**config.mk**
```make
export PLATFORM = sky130hd
export DESIGN_NAME = cooldown_request_gate_position_step
export DESIGN_NICKNAME = d
export VERILOG_FILES = /design/src/crg_pkg.sv /design/src/crg_cfg_regs.sv /design/src/crg_core.sv /design/src/cooldown_request_gate_position_step.sv
export SDC_FILE = /design/constraint.sdc
export NUM_CORES = 1
export LEC_CHECK = 0
export BUFFER_PORTS_ARGS = -buffer_cell sky130_fd_sc_hd__clkbuf_2
export CAP_MARGIN = 20
export CORE_ASPECT_RATIO = 1.75
export CORE_MARGIN = 1
export CORE_UTILIZATION = 30
export CTS_CLUSTER_SIZE = 25
export DETAILED_ROUTE_END_ITERATION = 10
export GPL_TIMING_DRIVEN = 0
export PLACE_DENSITY = 0.52
export RECOVER_POWER = 50
export SKIP_CTS_REPAIR_TIMING = 1
export SYNTH_ARGS = -nofsm -noshare
export SYNTH_HDL_FRONTEND = slang
export SYNTH_HIERARCHICAL = 1
export SYNTH_SLANG_ARGS = --single-unit
```
**constraint.sdc**
```tcl
create_clock -name clk -period 20 [get_ports clk]
set_clock_uncertainty 0.15 [all_clocks]
set_input_delay 3 -clock clk [delete_from_list [all_inputs] [get_ports clk]]
set_output_delay 3 -clock clk [all_outputs]
set_load 0.005 [all_outputs]
```
**src/crg_pkg.sv**
```systemverilog
package crg_pkg;

    localparam int TIME_W = 64;
    localparam int CFG_W  = 32;
    localparam int POS_W  = 16;
    localparam int SRC_W  = 3;
    localparam int IDX_W  = 3;

    // operation codes
    localparam logic [1:0] OP_SUBMIT   = 2'd0;
    localparam logic [1:0] OP_EVALUATE = 2'd1;
    localparam logic [1:0] OP_CLEAR    = 2'd2;

    // status codes
    localparam logic [1:0] ST_OK      = 2'd0;
    localparam logic [1:0] ST_INVALID = 2'd1;
    localparam logic [1:0] ST_BUSY    = 2'd2;
    localparam logic [1:0] ST_FAIL    = 2'd3;

    // action codes
    localparam logic [1:0] ACT_NONE  = 2'd0;
    localparam logic [1:0] ACT_MOVE  = 2'd1;
    localparam logic [1:0] ACT_LIMIT = 2'd2;

    // configuration register indexes
    localparam logic [IDX_W-1:0] CFG_COOLDOWN_ONE   = 3'd0;
    localparam logic [IDX_W-1:0] CFG_COOLDOWN_TWO   = 3'd1;
    localparam logic [IDX_W-1:0] CFG_COOLDOWN_THREE = 3'd2;
    localparam logic [IDX_W-1:0] CFG_EXPIRY         = 3'd3;
    localparam logic [IDX_W-1:0] CFG_MAX_POSITION   = 3'd4;
    localparam logic [IDX_W-1:0] CFG_TOLERANCE      = 3'd5;
    localparam logic [IDX_W-1:0] CFG_STEP_SIZE      = 3'd6;

    typedef struct packed {
        logic [CFG_W-1:0] cooldown_one;
        logic [CFG_W-1:0] cooldown_two;
        logic [CFG_W-1:0] cooldown_three;
        logic [CFG_W-1:0] expiry;
        logic [POS_W-1:0] max_position;
        logic [POS_W-1:0] tolerance;
        logic [POS_W-1:0] step_size;
    } cfg_t;

    typedef struct packed {
        logic [1:0]       status;
        logic [1:0]       action;
        logic [SRC_W-1:0] decision_source;
        logic [POS_W-1:0] goal_position;
        logic             pending_flag;
        logic [SRC_W-1:0] pending_from;
        logic [SRC_W-1:0] recent_from;
        logic             at_limit_flag;
    } result_t;

endpackage

```
**src/crg_cfg_regs.sv**
```systemverilog
module crg_cfg_regs
    import crg_pkg::*;
(
    input  logic             clk,
    input  logic             rst_n,
    input  logic             cfg_valid,
    output logic             cfg_ready,
    input  logic [IDX_W-1:0] cfg_index,
    input  logic [CFG_W-1:0] cfg_data,
    output cfg_t             cfg
);

    cfg_t cfg_reg;

    assign cfg_ready = 1'b1;
    assign cfg       = cfg_reg;

    always_ff @(posedge clk or negedge rst_n)
    begin
        if (!rst_n)
        begin
            cfg_reg.cooldown_one   <= '0;
            cfg_reg.cooldown_two   <= '0;
            cfg_reg.cooldown_three <= '0;
            cfg_reg.expiry         <= '0;
            cfg_reg.max_position   <= '1;
            cfg_reg.tolerance      <= '0;
            cfg_reg.step_size      <= '0;
        end
        else if (cfg_valid && cfg_ready)
        begin
            case (cfg_index)
                CFG_COOLDOWN_ONE:   cfg_reg.cooldown_one   <= cfg_data;
                CFG_COOLDOWN_TWO:   cfg_reg.cooldown_two   <= cfg_data;
                CFG_COOLDOWN_THREE: cfg_reg.cooldown_three <= cfg_data;
                CFG_EXPIRY:         cfg_reg.expiry         <= cfg_data;
                CFG_MAX_POSITION:   cfg_reg.max_position   <= cfg_data[POS_W-1:0];
                CFG_TOLERANCE:      cfg_reg.tolerance      <= cfg_data[POS_W-1:0];
                CFG_STEP_SIZE:      cfg_reg.step_size      <= cfg_data[POS_W-1:0];
                default: ;
            endcase
        end
    end

endmodule

```
**src/crg_core.sv**
```systemverilog
module crg_core
    import crg_pkg::*;
#(
    parameter int NUM_SOURCES = 4,
    parameter int SENSOR_MAX  = 4095
)
(
    input  logic              clk,
    input  logic              rst_n,
    input  logic              step,
    input  logic [1:0]        op,
    input  logic [SRC_W-1:0]  src,
    input  logic [TIME_W-1:0] now,
    input  logic              fg_avail,
    input  logic              fb_valid,
    input  logic [POS_W-1:0]  pos,
    input  cfg_t              cfg,
    output result_t           res
);

    localparam int SLOT_W = $clog2(NUM_SOURCES);
    localparam logic [SRC_W:0]   NUM_SRC_V  = (SRC_W+1)'(NUM_SOURCES);
    localparam logic [POS_W-1:0] SENSOR_MAX_V = POS_W'(SENSOR_MAX);

    logic              pending_reg, pending_next;
    logic [SRC_W-1:0]  pend_src_reg, pend_src_next;
    logic [SRC_W-1:0]  recent_src_reg, recent_src_next;
    logic              at_limit_reg, at_limit_next;
    logic [TIME_W-1:0] since_reg;
    logic [TIME_W-1:0] last_time_reg [NUM_SOURCES];
    logic [NUM_SOURCES-1:0] seen_reg;

    logic              src_ok;
    logic [SLOT_W-1:0] slot;
    logic [CFG_W-1:0]  cooldown;
    logic [TIME_W:0]   cool_diff;
    logic              cool_block;
    logic [TIME_W:0]   age_diff;
    logic              lapsed;
    logic [POS_W-1:0]  limit;
    logic [POS_W-1:0]  headroom;
    logic              near_limit;
    logic [POS_W:0]    stepped;
    logic              accept_submit;
    logic              do_clear;

    assign src_ok = (src != '0) && ({1'b0, src} < NUM_SRC_V);
    assign slot   = src[SLOT_W-1:0];

    always_comb
    begin
        case (src)
            3'd1:    cooldown = cfg.cooldown_one;
            3'd2:    cooldown = cfg.cooldown_two;
            3'd3:    cooldown = cfg.cooldown_three;
            default: cooldown = '0;
        endcase
    end

    // borrow bit marks time running backward; then the cooldown does not block
    assign cool_diff  = {1'b0, now} - {1'b0, last_time_reg[slot]};
    assign cool_block = src_ok && seen_reg[slot] && !cool_diff[TIME_W]
                        && (cool_diff[TIME_W-1:0] < {{(TIME_W-CFG_W){1'b0}}, cooldown});

    assign age_diff = {1'b0, now} - {1'b0, since_reg};
    assign lapsed   = age_diff[TIME_W] || ((cfg.expiry != '0)
                      && (age_diff[TIME_W-1:0] >= {{(TIME_W-CFG_W){1'b0}}, cfg.expiry}));

    assign limit      = (cfg.max_position > SENSOR_MAX_V) ? SENSOR_MAX_V : cfg.max_position;
    assign headroom   = limit - pos;
    assign near_limit = (pos >= limit) || (headroom <= cfg.tolerance);
    assign stepped    = {1'b0, pos} + {1'b0, cfg.step_size};

    always_comb
    begin
        pending_next    = pending_reg;
        pend_src_next   = pend_src_reg;
        recent_src_next = recent_src_reg;
        at_limit_next   = at_limit_reg;
        accept_submit   = 1'b0;
        do_clear        = 1'b0;
        res.status          = ST_OK;
        res.action          = ACT_NONE;
        res.decision_source = '0;
        res.goal_position   = '0;

        case (op)
            OP_SUBMIT:
            begin
                if (!src_ok)
                    res.status = ST_INVALID;
                else if (cool_block || pending_reg)
                    res.status = ST_BUSY;
                else
                begin
                    accept_submit = 1'b1;
                    pending_next  = 1'b1;
                    pend_src_next = src;
                end
            end
            OP_EVALUATE:
            begin
                if (pending_reg)
                begin
                    if (lapsed)
                    begin
                        pending_next  = 1'b0;
                        pend_src_next = '0;
                    end
                    else if (fg_avail)
                    begin
                        pending_next  = 1'b0;
                        pend_src_next = '0;
                        if (!fb_valid || (pos > SENSOR_MAX_V))
                            res.status = ST_FAIL;
                        else
                        begin
                            res.decision_source = pend_src_reg;
                            recent_src_next     = pend_src_reg;
                            at_limit_next       = near_limit;
                            if (near_limit)
                            begin
                                res.action        = ACT_LIMIT;
                                res.goal_position = pos;
                            end
                            else
                            begin
                                res.action = ACT_MOVE;
                                res.goal_position = (stepped < {1'b0, limit})
                                                    ? stepped[POS_W-1:0] : limit;
                            end
                        end
                    end
                end
            end
            OP_CLEAR:
            begin
                do_clear        = 1'b1;
                pending_next    = 1'b0;
                pend_src_next   = '0;
                recent_src_next = '0;
                at_limit_next   = 1'b0;
            end
            default: ;
        endcase

        res.pending_flag  = pending_next;
        res.pending_from  = pend_src_next;
        res.recent_from   = recent_src_next;
        res.at_limit_flag = at_limit_next;
    end

    always_ff @(posedge clk or negedge rst_n)
    begin
        if (!rst_n)
        begin
            pending_reg    <= 1'b0;
            pend_src_reg   <= '0;
            recent_src_reg <= '0;
            at_limit_reg   <= 1'b0;
            seen_reg       <= '0;
        end
        else if (step)
        begin
            pending_reg    <= pending_next;
            pend_src_reg   <= pend_src_next;
            recent_src_reg <= recent_src_next;
            at_limit_reg   <= at_limit_next;
            if (do_clear)
                seen_reg <= '0;
            else if (accept_submit)
                seen_reg[slot] <= 1'b1;
        end
    end

    // timestamps are only read behind pending or a seen bit
    always_ff @(posedge clk)
    begin
        if (step && accept_submit)
        begin
            since_reg           <= now;
            last_time_reg[slot] <= now;
        end
    end

    assert property (@(posedge clk) disable iff (!rst_n)
        pending_reg == (pend_src_reg != '0))
        else $error("pending flag and pending source disagree");

    assert property (@(posedge clk) disable iff (!rst_n)
        step && (op == OP_CLEAR) |=> !pending_reg && (recent_src_reg == '0)
                                     && !at_limit_reg && (seen_reg == '0))
        else $error("clear left runtime state behind");

    assert property (@(posedge clk) disable iff (!rst_n)
        step && (res.status == ST_BUSY) |-> (op == OP_SUBMIT))
        else $error("busy reported outside a submit");

    assert property (@(posedge clk) disable iff (!rst_n)
        step && accept_submit |-> !pending_reg && src_ok)
        else $error("request taken while another is pending");

endmodule

```
**src/cooldown_request_gate_position_step.sv**
```systemverilog
// An accepted request waits in the input register until the result register is free or draining.
// Throughput: one request per cycle unless out_ready stalls; the decision is one pass of
// compare/add logic between the input and result registers, with state updated in that pass.
// Reset (rst_n, async, active low): no request pending, all sources unseen,
// configuration registers at their reset values, both pipeline stages empty.
module cooldown_request_gate_position_step
    import crg_pkg::*;
#(
    parameter int NUM_SOURCES = 4,
    parameter int SENSOR_MAX  = 4095
)
(
    input  logic              clk,
    input  logic              rst_n,

    input  logic              cfg_valid,
    output logic              cfg_ready,
    input  logic [IDX_W-1:0]  cfg_index,
    input  logic [CFG_W-1:0]  cfg_data,

    input  logic              in_valid,
    output logic              in_ready,
    input  logic [1:0]        operation,
    input  logic [SRC_W-1:0]  source,
    input  logic [TIME_W-1:0] now_time,
    input  logic              foreground_free,
    input  logic              feedback_valid,
    input  logic [POS_W-1:0]  sensed_position,

    output logic              out_valid,
    input  logic              out_ready,
    output logic [1:0]        status,
    output logic [1:0]        action,
    output logic [SRC_W-1:0]  decision_source,
    output logic [POS_W-1:0]  goal_position,
    output logic              pending_flag,
    output logic [SRC_W-1:0]  pending_from,
    output logic [SRC_W-1:0]  recent_from,
    output logic              at_limit_flag
);

    cfg_t    cfg;
    result_t res_comb;
    result_t res_reg;

    logic              s1_valid_reg;
    logic [1:0]        op_reg;
    logic [SRC_W-1:0]  src_reg;
    logic [TIME_W-1:0] now_reg;
    logic              fg_reg;
    logic              fb_reg;
    logic [POS_W-1:0]  pos_reg;
    logic              out_valid_reg;
    logic              advance;
    logic              in_take;

    crg_cfg_regs u_cfg (
        .clk       (clk),
        .rst_n     (rst_n),
        .cfg_valid (cfg_valid),
        .cfg_ready (cfg_ready),
        .cfg_index (cfg_index),
        .cfg_data  (cfg_data),
        .cfg       (cfg)
    );

    crg_core #(
        .NUM_SOURCES (NUM_SOURCES),
        .SENSOR_MAX  (SENSOR_MAX)
    ) u_core (
        .clk      (clk),
        .rst_n    (rst_n),
        .step     (advance),
        .op       (op_reg),
        .src      (src_reg),
        .now      (now_reg),
        .fg_avail (fg_reg),
        .fb_valid (fb_reg),
        .pos      (pos_reg),
        .cfg      (cfg),
        .res      (res_comb)
    );

    // advance the held request whenever the result slot is free or being drained
    assign advance  = s1_valid_reg && (!out_valid_reg || out_ready);
    assign in_ready = !s1_valid_reg || advance;
    assign in_take  = in_valid && in_ready;

    always_ff @(posedge clk or negedge rst_n)
    begin
        if (!rst_n)
        begin
            s1_valid_reg  <= 1'b0;
            out_valid_reg <= 1'b0;
        end
        else
        begin
            if (in_take)
                s1_valid_reg <= 1'b1;
            else if (advance)
                s1_valid_reg <= 1'b0;

            if (advance)
                out_valid_reg <= 1'b1;
            else if (out_ready)
                out_valid_reg <= 1'b0;
        end
    end

    always_ff @(posedge clk)
    begin
        if (in_take)
        begin
            op_reg  <= operation;
            src_reg <= source;
            now_reg <= now_time;
            fg_reg  <= foreground_free;
            fb_reg  <= feedback_valid;
            pos_reg <= sensed_position;
        end
        if (advance)
            res_reg <= res_comb;
    end

    assign out_valid       = out_valid_reg;
    assign status          = res_reg.status;
    assign action          = res_reg.action;
    assign decision_source = res_reg.decision_source;
    assign goal_position   = res_reg.goal_position;
    assign pending_flag    = res_reg.pending_flag;
    assign pending_from    = res_reg.pending_from;
    assign recent_from     = res_reg.recent_from;
    assign at_limit_flag   = res_reg.at_limit_flag;

    assert property (@(posedge clk) disable iff (!rst_n)
        s1_valid_reg && out_valid_reg && !out_ready |-> !in_ready)
        else $error("input taken with both stages full");

    assert property (@(posedge clk) disable iff (!rst_n)
        out_valid_reg && (res_reg.action != ACT_NONE) |-> (res_reg.decision_source != '0)
                                                      && (res_reg.status == ST_OK))
        else $error("granted action without a source");

    assert property (@(posedge clk) disable iff (!rst_n)
        out_valid_reg && !out_ready |=> out_valid_reg && $stable(res_reg))
        else $error("result changed while waiting");

endmodule
```
==> results.ini, run 1 <==
[yosys]
synthCells=3401
synth_area_sq_um=37700
ys_seq_elements=627
yosysSeqAreaShare_pct=47.5
synth_area_per_cell_sq_um=11.1
synth_cell_type_count=116
synthArstFlopShare_pct=30.1
yosys_warnings=6
ys.flop_type=edfxtp_1
synth.area.top_cells=edfxtp_1 35%, dfrtp_1 11%, ha_1 8.6%
synth_enable_flop_cells=438
synth.top_cell.area_share_pct=34.9
synth_area_leader_cell=edfxtp_1

[power_and_ir_drop]
peakVddDrop_v=0.0000687
p_switching_uw=1190
p_leak_uw=0.0166
switching_share_pct=31.5
pwr-share-comb_pct=24.8
p_seq_share_pct=42.2
power.density_nw_per_um2=87.7
p_int_uw=2590
power_frac_clock_pct=33.0

[critical_path]
cp_slowest_cell=clkbuf_1
crit_top_cell=clkbuf_1
crit_arrival_ns=10.91
cp.required_ns=19.79
critPathKind=in -> async
crit_path_end_kind=async pin
cp_max_fo=84
crit_family=buffers and inverters
startpoint_type=input port
cp_cell_sequence=clkbuf_1, clkbuf_1, clkbuf_1
worst_path_largest_cell_delay_ns=3.52
cp_num_buf_inv=3

[outcome]
status=finished with violations
violations=capacitance limit, slew limit

[final_layout]
layout.nets=4096
mostFrequentLayoutCells=438 x edfxtp_1, 262 x inv_1, 258 x a21oi_1, 258 x ha_1, 214 x nor2_1
largest_reg_flops=256
drive_gt1_share_pct=17.6
fin_util_pct=34.7
area_delta_synth_final_pct=14.2
layout_commonest_cell=edfxtp_1

[job]
maxCapViolCount=4

[global_route]
antenna_found_initial=7
grt_max_degree=85
grt-ovfl-total=0
grt.total_usage_pct=20.1
grt_pass1_wl_um=189000
grt_pass1_vias=29559

[drt]
dr.pass1.iters=5
wl_per_cell_um=23.6
drt_iter0_markers=1615
wl_um=128000
drc=0
num_vias=28246
antenna_left=0
via_per_inst=5.23

[hold_path]
hp-class=reg -> reg

[timing]
finalHoldViolations=0
tightest_slew_ns=4.89
setup_violations=0
min_period_ns=11.12
rsz0062_at_grt=no
period_share_pct=55.6
relSlewSlack_pct=-226
slew_violations=231
fmax_mhz=89.9
tns_ns=0

[clock_network]
insertion_delay_ns=0.68
cts_buffer_depth=3
ctsRootBufferMaster=clkbuf_16
htreeDepth=3
clock-sinks=627
tritoncts=yes
clk_pin_slew_worst_paths_ns=0.06
cts_made_buffers=66

[place]
gp_congestion=0.963
dp_hpwl_um=101000
portBuffers=155

[die]
fp.dieW_um=270
initial_core_util_pct=30.3
ios=161
dieArea_sq_um=127000
fp-row-count=171
dieHeight_um=471
fp.coreArea_sq_um=124000

## layout make-up
| cell class | count | area (sq um) |
|---|---|---|
| inverter | 263 | 987 |
| tap | 1643 | 2060 |
| buffer | 147 | 699 |
| clock buffer | 92 | 1840 |
| timing repair buffer | 168 | 963 |
| sequential | 627 | 17900 |
| antenna | 2 | 5.00 |
| fill | 12645 | 81200 |
| multi-input combinational | 2434 | 18300 |
| clock inverter | 27 | 283 |
## worst paths after layout
check / cells past startpoint / to / startpoint / slack [ns]
max: 3 / u_cfg/cfg[145] / rst_n / 8.88
min: 1 / u_cfg/cfg[160] / u_cfg/cfg[160] / 0.33
max reg2reg: 27 / u_core/last_time_reg[3][10] / src_reg[1] / 9.60
min reg2reg: 1 / u_cfg/cfg[160] / u_cfg/cfg[160] / 0.33
max in group clk: 27 / u_core/last_time_reg[3][10] / src_reg[1] / 9.60
min in group asynchronous: 1 / u_cfg/cfg[107] / rst_n / 2.80
## cells by family (layout without fill, tap and decap cells)
family	Yosys count	count (layout)	share of synthesized area (%)
AND/OR/NAND/NOR	883	883	12.2
AO/OA/AOI/OAI	831	831	14.3
flip-flops	627	627	47.5
buffers and inverters	410	697	4.48
multiplexers	282	282	10.3
adder cells (fa/ha/maj)	262	262	8.77
XOR/XNOR	103	103	2.39
other	3	75	0.0299
## stage by stage
stage	setup slack (ns)	std cells	hold WS [ns]	cell area, sq um	power (uW)
2_1_floorplan	12.48	3471	0.302	38000	2230
3_3_place_gp	8.27	5269	0.313	40800	2540
3_5_place_dp	9.58	5279	0.322	41000	2560
4_1_cts	9.52	5398	0.337	43100	3830
5_1_grt	7.10	5402	0.342	43100	3970
6_report	8.88	5403	0.331	43100	3780
## cell usage after synthesis (all sizes together) (23+ instances only)
cell type and n:
a22oi 36, nand2b 28, nor4 38, ha 258, nor3 53, a211oi 34
nand4 104, or3 23, mux2 210, nand3 59, xnor2 71, buf 81
mux4 64, or2 47, o21ai 172, clkbuf 66, dfrtp 173, a21o 38
nand2 214, a21oi 261, edfxtp 438, nor2 217, o211ai 35, inv 262
xor2 32, o21a 62
## power by group through the flow
stage	Combinational [uW]	Clock, uW	Sequential [uW]
after floorplan	652	0	1580
after detailed placement	934	0	1620
final	938	1250	1590
after CTS	941	1290	1600
after global routing	1040	1330	1610
after global placement	918	0	1620
## metal layers
metal	part of all wire, %	wire (um)	vias up	GRT usage [%]
met3	3.2	4080	304	2.53
met5	0.035	45	-	0
li1	-	-	13341	-
met2	52	66900	662	37.2
met1	35	44700	13931	19.7
met4	9.4	12000	8	16.9
No activity file was read; power rests on OpenSTA's default activity.
==> inputs of run 2 (changes only) <==
--- a/config.mk
+++ b/config.mk
@@ -13,7 +13,7 @@
 export CTS_CLUSTER_SIZE = 25
 export DETAILED_ROUTE_END_ITERATION = 10
 export GPL_TIMING_DRIVEN = 0
-export PLACE_DENSITY = 0.52
+export PLACE_DENSITY = 0.53
 export RECOVER_POWER = 50
 export SKIP_CTS_REPAIR_TIMING = 1
 export SYNTH_ARGS = -nofsm -noshare
==> constraint.sdc (replaced) <==
create_clock -name clk -period 9.6 [get_ports clk]
set_clock_uncertainty 0.15 [all_clocks]
set_input_delay 1.44 -clock clk [delete_from_list [all_inputs] [get_ports clk]]
set_output_delay 1.44 -clock clk [all_outputs]
set_load 0.005 [all_outputs]
==> run 2 against run 1 <==
  * Sequential share of layout area decreased by 0.10 points
  * Total power up 110%
  * Critical path depth rose by 23
  * Worst setup slack worse by 8.5 ns
  * Global-route usage is 0.33 points lower
  * Highest routed layer unchanged
  * The run still ends with capacitance limit, slew limit left
  * Via count up 0.16%
==> results.ini, run 2 (synthesis results as in run 1) <==
[outcome]
status=finished with violations  ; unchanged
violations=capacitance limit, slew limit  ; unchanged

[drt]
wl_um=126000  ; was 128000 um
num_vias=28292  ; was 28.2k
wl_per_cell_um=23.2  ; was 23.6 um
antenna_left=0  ; unchanged
drt_iter0_markers=1525  ; was 1615
drc=0  ; unchanged
via_per_inst=5.23  ; about the same
dr.pass1.iters=5  ; unchanged

[place]
portBuffers=155  ; unchanged
dp_hpwl_um=99400  ; was 101000 um
gp_congestion=0.949  ; was 0.963
place_ws_ns=-0.541  ; was 9.58 ns
place_area_sq_um=41000  ; about the same

[timing]
setup_violations=0  ; unchanged
min_period_ns=9.22
finalHoldViolations=0  ; unchanged
fin_ws_ns=0.384  ; was 8.88 ns
relSlewSlack_pct=-230  ; was -226%
tightest_slew_ns=4.95  ; was 4.89 ns
slew_violations=228  ; was 231
period_share_pct=96.0
rsz0062_at_grt=no  ; unchanged
fmax_mhz=109

[clock_network]
cts_buffer_depth=3  ; unchanged
tritoncts=yes  ; unchanged
cts_made_buffers=67  ; was 66
clock-sinks=627  ; unchanged
ctsRootBufferMaster=clkbuf_16  ; unchanged
insertion_delay_ns=0.67  ; was 0.68 ns
clk_pin_slew_worst_paths_ns=0.06  ; about the same
htreeDepth=3  ; unchanged

[die]
dieArea_sq_um=127000  ; unchanged
fp-row-count=171  ; unchanged
dieHeight_um=471  ; unchanged
initial_core_util_pct=30.3  ; unchanged
fp.dieW_um=270  ; unchanged
fp.coreArea_sq_um=124000  ; unchanged
ios=161  ; unchanged

[critical_path]
crit_arrival_ns=9.43  ; was 10.91 ns
critPathKind=reg -> reg  ; was in -> async
cp_max_fo=41  ; was 84
cp_slowest_cell=nor4bb_1  ; was clkbuf_1
worst_path_largest_cell_delay_ns=0.82  ; was 3.52 ns
startpoint_type=flip-flop  ; was input port
crit_path_end_kind=flip-flop  ; was async pin
crit_family=simple AND/OR/NAND/NOR gates  ; was buffers and inverters
cp_num_buf_inv=6  ; was 3
cp.required_ns=9.81  ; was 19.79 ns

[power_and_ir_drop]
power.density_nw_per_um2=183  ; was 87.7 nW/um^2
p_leak_uw=0.0167  ; was 0.0166 uW
peakVddDrop_v=0.000150  ; was 0.0000687 V

[final_layout]
area_delta_synth_final_pct=14.5  ; was 14.2%
largest_reg_flops=256  ; unchanged
layout.nets=4097  ; was 4096
final_area_sq_um=43200  ; was 43100 sq um
mostFrequentLayoutCells=438 x edfxtp_1, 262 x inv_1, 258 x a21oi_1, 258 x ha_1, 214 x nor2_1  ; unchanged
drive_gt1_share_pct=18.4  ; was 17.6%
layout_commonest_cell=edfxtp_1  ; unchanged

[global_route]
grt-ovfl-total=0  ; unchanged
grt_pass1_wl_um=187000  ; was 189000 um
grt_pass1_vias=29247  ; was 29.6k
grt.total_usage_pct=19.7  ; was 20.1%
grt_max_degree=101  ; was 85
antenna_found_initial=5  ; was 7

[hold_path]
hp-class=reg -> reg  ; unchanged

[job]
maxCapViolCount=3  ; was 4

==> run 2: worst paths after layout <==
path / slack, ns / from / cells past startpoint / to
min in group asynchronous: 2.44 / rst_n / 1 / u_cfg/cfg[166]
worst max register to register: 0.38 / src_reg[0] / 26 / u_core/last_time_reg[1][32]
worst min-delay path: 0.33 / u_cfg/cfg[158] / 1 / u_cfg/cfg[158]
worst min register to register: 0.33 / u_cfg/cfg[158] / 1 / u_cfg/cfg[158]
worst max-delay path: 0.38 / src_reg[0] / 26 / u_core/last_time_reg[1][32]
max in group asynchronous: 2.28 / rst_n / 2 / u_cfg/cfg[84]
==> run 2: layer usage <==
layer	up-vias	wire, um	global-route usage (%)
li1	13373	-	-
met1	13921	44100	19.4
met2	689	65500	36.4
met3	305	4630	3.10
met4	4	11400	16.0
met5	-	31	0
==> run 2: where the power goes <==
part | total (uW) | leakage (uW) | switching [uW] | internal [uW]
Sequential | 3320 | 0.00634 | 170 | 3150
Clock | 2650 | 0.00107 | 1150 | 1490
Combinational | 1950 | 0.00929 | 1170 | 782
Total | 7920 | 0.0167 | 2490 | 5430
==> run 2: layout make-up <==
type / instances / area [sq um]
flip-flops and latches: 627 / 17900
well taps: 1643 / 2060
multi-input cells: 2434 / 18300
clock buffers: 81 / 1770
clock inverters: 42 / 422
repair buffers: 169 / 983
plain buffers: 146 / 709
diodes: 3 / 7.51
fillers: 12432 / 81100
inverters: 263 / 987
==> run 2: stage by stage <==
stage                     total power [uW]  utilization, %  setup TNS, ns  std cells  hold slack, ns
final                                 7920            34.7              0       5408           0.331
after global routing                  8330            34.7              0       5406           0.349
after CTS                             8010            34.7        -125.83       5400           0.335
after detailed placement              5320            32.9        -110.05       5277           0.321
after global placement                5280            32.8        -295.59       5269           0.313
after floorplan                       4660               -              0       3471           0.302
